`src/hdl/smra_pkg.sv`:
```
`default_nettype none

package smra_pkg;

  // Field widths of the stream items.
  localparam int unsigned SampleW = 16;
  localparam int unsigned MagW    = 16;
  localparam int unsigned SumW    = 24;
  localparam int unsigned GainW   = 17;
  localparam int unsigned ColOutW = 10;
  localparam int unsigned OutW    = 16;

  // Configuration register widths and indexes.
  localparam int unsigned RowWidthW = 11;
  localparam int unsigned RowsW     = 9;
  localparam int unsigned CfgIdxW   = 2;
  localparam int unsigned CfgDataW  = 17;

  localparam logic [CfgIdxW-1:0] CFG_ROW_WIDTH = 2'd0;
  localparam logic [CfgIdxW-1:0] CFG_ROWS_AVG  = 2'd1;
  localparam logic [CfgIdxW-1:0] CFG_AVG_GAIN  = 2'd2;

  localparam logic [RowWidthW-1:0] RowWidthRst = 11'd1;
  localparam logic [RowsW-1:0]     RowsRst     = 9'd1;
  localparam logic [GainW-1:0]     GainRst     = 17'h10000;

  // Square root takes two radicand bits per iteration.
  localparam int unsigned SqrtSteps = 16;
  localparam int unsigned SqrtCntW  = 4;

  // Commands from the controller to the datapath.
  typedef struct packed {
    logic accept;
    logic sq_load;
    logic sqrt_step;
    logic sum_en;
    logic mul_en;
    logic out_load;
  } smra_cmd_t;

  // Status from the datapath to the controller.
  typedef struct packed {
    logic last_row;
    logic out_free;
  } smra_sts_t;

endpackage

`default_nettype wire

```
`src/hdl/smra_ctrl.sv`:
```
`default_nettype none

module smra_ctrl
  import smra_pkg::*;
(
  input  wire logic      clk_i,
  input  wire logic      rst_ni,
  input  wire logic      in_valid_i,
  output logic           in_ready_o,
  input  wire smra_sts_t sts_i,
  output smra_cmd_t      cmd_o
);

  localparam logic [2:0] ST_IDLE = 3'd0;
  localparam logic [2:0] ST_SQ   = 3'd1;
  localparam logic [2:0] ST_SQRT = 3'd2;
  localparam logic [2:0] ST_SUM  = 3'd3;
  localparam logic [2:0] ST_MUL  = 3'd4;
  localparam logic [2:0] ST_EMIT = 3'd5;

  logic [2:0]          state_q, state_d;
  logic [SqrtCntW-1:0] cnt_q, cnt_d;

  assign in_ready_o = (state_q == ST_IDLE);

  // Next state and the commands of each state.
  always_comb begin
    state_d = state_q;
    cnt_d   = cnt_q;
    cmd_o   = '0;
    case (state_q)
      ST_IDLE: begin
        if (in_valid_i) begin
          cmd_o.accept = 1'b1;
          state_d      = ST_SQ;
        end
      end
      ST_SQ: begin
        cmd_o.sq_load = 1'b1;
        cnt_d         = '0;
        state_d       = ST_SQRT;
      end
      ST_SQRT: begin
        cmd_o.sqrt_step = 1'b1;
        cnt_d           = cnt_q + 1'b1;
        if (cnt_q == SqrtCntW'(SqrtSteps - 1)) begin
          state_d = ST_SUM;
        end
      end
      ST_SUM: begin
        cmd_o.sum_en = 1'b1;
        state_d      = sts_i.last_row ? ST_MUL : ST_IDLE;
      end
      ST_MUL: begin
        cmd_o.mul_en = 1'b1;
        state_d      = ST_EMIT;
      end
      ST_EMIT: begin
        if (sts_i.out_free) begin
          cmd_o.out_load = 1'b1;
          state_d        = ST_IDLE;
        end
      end
      default: begin
        state_d = ST_IDLE;
      end
    endcase
  end

  always_ff @(posedge clk_i or negedge rst_ni) begin
    if (!rst_ni) begin
      state_q <= ST_IDLE;
      cnt_q   <= '0;
    end else begin
      state_q <= state_d;
      cnt_q   <= cnt_d;
    end
  end

  // A new request starts with the squaring step.
  a_accept_to_sq: assert property (@(posedge clk_i) disable iff (!rst_ni)
    cmd_o.accept |=> state_q == ST_SQ)
    else $error("accepted request did not start squaring");

  // The accumulate step follows only the last square root iteration.
  a_sum_after_sqrt: assert property (@(posedge clk_i) disable iff (!rst_ni)
    state_q == ST_SUM |-> $past(state_q) == ST_SQRT &&
                          $past(cnt_q) == SqrtCntW'(SqrtSteps - 1))
    else $error("accumulate step entered early");

  // A result is loaded only into a free output slot.
  a_load_free: assert property (@(posedge clk_i) disable iff (!rst_ni)
    cmd_o.out_load |-> sts_i.out_free && state_q == ST_EMIT)
    else $error("result loaded into busy output slot");

endmodule

`default_nettype wire

```
`config.mk`:
```
export PLATFORM = sky130hd
export DESIGN_NAME = smra_ctrl
export DESIGN_NICKNAME = d
export VERILOG_FILES = /design/src/hdl/smra_pkg.sv /design/src/hdl/smra_ctrl.sv
export SDC_FILE = /design/constraint.sdc
export NUM_CORES = 1
export LEC_CHECK = 0
export BUFFER_PORTS_ARGS = -buffer_cell sky130_fd_sc_hd__buf_2
export CORE_AREA = 3 3 40 42
export CTS_CLUSTER_SIZE = 8
export DETAILED_ROUTE_END_ITERATION = 8
export DIE_AREA = 0 0 43 45
export GPL_TIMING_DRIVEN = 1
export HOLD_SLACK_MARGIN = 0.05
export PLACE_DENSITY = 0.52
export SETUP_SLACK_MARGIN = 0.02
export SLEW_MARGIN = 5
export SYNTH_ARGS = -nofsm -noshare
export SYNTH_HDL_FRONTEND = slang
export SYNTH_SLANG_ARGS = --single-unit
```
`constraint.sdc`:
```
create_clock -name clk_i -period 2.3 [get_ports clk_i]
set_input_delay 0.23 -clock clk_i [delete_from_list [all_inputs] [get_ports clk_i]]
set_output_delay 0.23 -clock clk_i [all_outputs]
set_load 0.01 [all_outputs]
```
==> reports/metrics.yaml <==
crit_path_max_fanout: 8
synth.most_common_cell: "dfrtp_1"
path_cells: "nor3b_4 -> buf_2"
numClockSinks: 7
dp.final_hpwl_um: 547
final-setup-viol-count: 0
synth.avg_cell_area_sq_um: 10.8
final_cells: 66
post_drt_wl_per_cell_um: 10.6
post_cts_buffers: 0
rsz0062_at_grt: "false"
hold_viol_final: 0
first_iter_violations: 2
io_pins: 12
tightest_slew_ns: 0.328
leakagePower_nw: 0.260
period_minus_slack_ns: 1.51
slowest_stage: "dfrtp_1"
drtPass1Iterations: 2
grt_first_pass_wirelength_um: 1120
start_util_pct: 30.2
yosysTopAreaCell: "dfrtp_1"
synthesis.area_sq_um: 388
syn_inst: 36
die_area_sq_um: 1940
design_area_sq_um: 488
routed-via-count: 293
arrival_ns: 1.28
synth_flop_cell: "dfrtp_1"
critPathCaptureType: "primary output"
nFillCells: 140
setup.worst_path.class: "flip-flop to primary output"
route.detailed.drc: 0
synth_warnings: 0
grt_overflow: 0
critPathTopFamily: "flip-flops"
cap_viol_max_count: 0
p_per_area_nw_per_um2: 1260
ys_seq_elements: 7
placed_cells: 61
finalClockSkew_ns: 0.000784
max_stage_delay_ns: 0.46
synth_top_area_share_pct: 45.2
gp_congestion: 0.676
layout-drive-gt1-share_pct: 39.2
yosysUniqueCellTypes: 21
maxSlewViolCount: 0
cts_made_buffers: 3
crit_path_start_kind: "flip-flop"
rows: 13
synth-edff-count: 0
fp.dieW_um: 43
syn-num-nets: 42
ir_drop_uv: 744
antenna_found_initial: 0
cp.required_ns: 2.07
syn_to_final_growth_pct: 25.8
cts_root_buffer: "clkbuf_4"
path_buf_inv: 1
grt_usage_pct: 8.58
slew_headroom_pct: 78.1
rrSetupSlack_ns: 0.88
min_period_over_period_pct: 65.6
tritoncts: "done"
fmax_ghz: 0.663
clock_latency_ns: 0.25
wl_um: 699
die_y_um: 45
grt_max_degree: 9
portBuffers: 11
antenna_left: 0
clockBufferDepth: 2
antenna_cells: 0
async_flop_share_pct: 100
place_area_sq_um: 450
clk_pin_slew_worst_paths_ns: 0.05
yosysSeqAreaShare_pct: 45.2
htree_num_levels: 1
hp-class: "input pin to flip-flop"
yosys-top-cells-count: "dfrtp_1, nor2_1, inv_1, nand2_1, mux2_1"
ys_top_cells_by_area: "dfrtp_1, mux2_1, nor2_1"
core_sq_um: 1280
viasPerCell: 4.44
outcome: "completed"
grt_pass1_vias: 265
fin_nets: 58
fin_setup_tns_ns: 0
[worst reg2reg max path: cells and delay by family (launching register included)]
family        cells  cell delay, ns
simple gates      2            0.52
mux               1            0.32
flops             1            0.46
[logic make-up after synthesis]
| group | share of synthesized area (%) |
|---|---|
| AOI/OAI and AO/OA | 9.36 |
| adders and majority gates | 3.23 |
| buffers and inverters | 5.81 |
| DFF | 45.2 |
| muxes | 11.3 |
| and+or+nand+nor | 25.2 |
[timing repair]
action | CTS | global route
endpoints found under the hold margin | 7 | 0
resized for setup | 0 | 0
hold buffers | 1 | 0
[metrics by stage]
stage | hold slack, ns | total power, mW | utilization [%] | worst slack, ns
floorplan | -0.0656 | 0.438 | - | 0.917
global placement | 0.0710 | 0.510 | 35.1 | 0.938
detailed placement | 0.0697 | 0.510 | 35.1 | 0.901
CTS | 0.177 | 0.625 | 38.0 | 0.790
global route | 0.167 | 0.675 | 38.0 | 0.693
finish | 0.180 | 0.617 | 38.0 | 0.791
[worst paths after layout]
check,from,endpoint,cells past startpoint
max in group asynchronous,rst_ni,cnt_q[3],2
setup / recovery,state_q[0],cmd_o[3],2
min in group asynchronous,rst_ni,cnt_q[0],2
hold / removal,sts_i[1],state_q[2],2
setup reg to reg,state_q[0],cnt_q[3],3
hold reg to reg,cnt_q[2],cnt_q[2],1
[flip-flops by register name (all words and copies together), names as in the netlist]
| name | cells |
|---|---|
| cnt_q | 4 |
| state_q | 3 |
[metal layers]
metal / wire length, um / track usage, % / up-vias
met5: 0 / 0 / -
li1: - / - / 155
met3: 50 / 7.17 / 2
met1: 337 / 9.93 / 130
met2: 301 / 10.5 / 6
met4: 9 / 5.42 / 0
[cell usage in the layout, fill, tap and decap left out, types with 2 or more instances in the layout]
master | netlist | routed
inv_1 | 3 | 3
nand2_1 | 3 | 3
buf_2 | 0 | 11
dfrtp_1 | 7 | 7
clkbuf_4 | 0 | 3
nor2_1 | 5 | 5
mux2_1 | 2 | 2
[report_power, final]
part / internal [mW] / leakage [nW] / switching (mW)
Combinational: 0.143 / 0.151 / 0.128
Sequential: 0.171 / 0.0913 / 0.0659
Clock: 0.0635 / 0.0177 / 0.0457
Total: 0.377 / 0.260 / 0.240
[final cells by class]
type	count	area, sq um	share of cell area (%)
multi-input combinational	25	190	39.0
sequential	7	175	35.9
timing repair buffer	12	65.1	13.3
clock buffer	3	22.5	4.62
tap	15	18.8	3.85
inverter	3	11.3	2.31
clock inverter	1	5.00	1.03
Power figures use the tool's default switching activity.
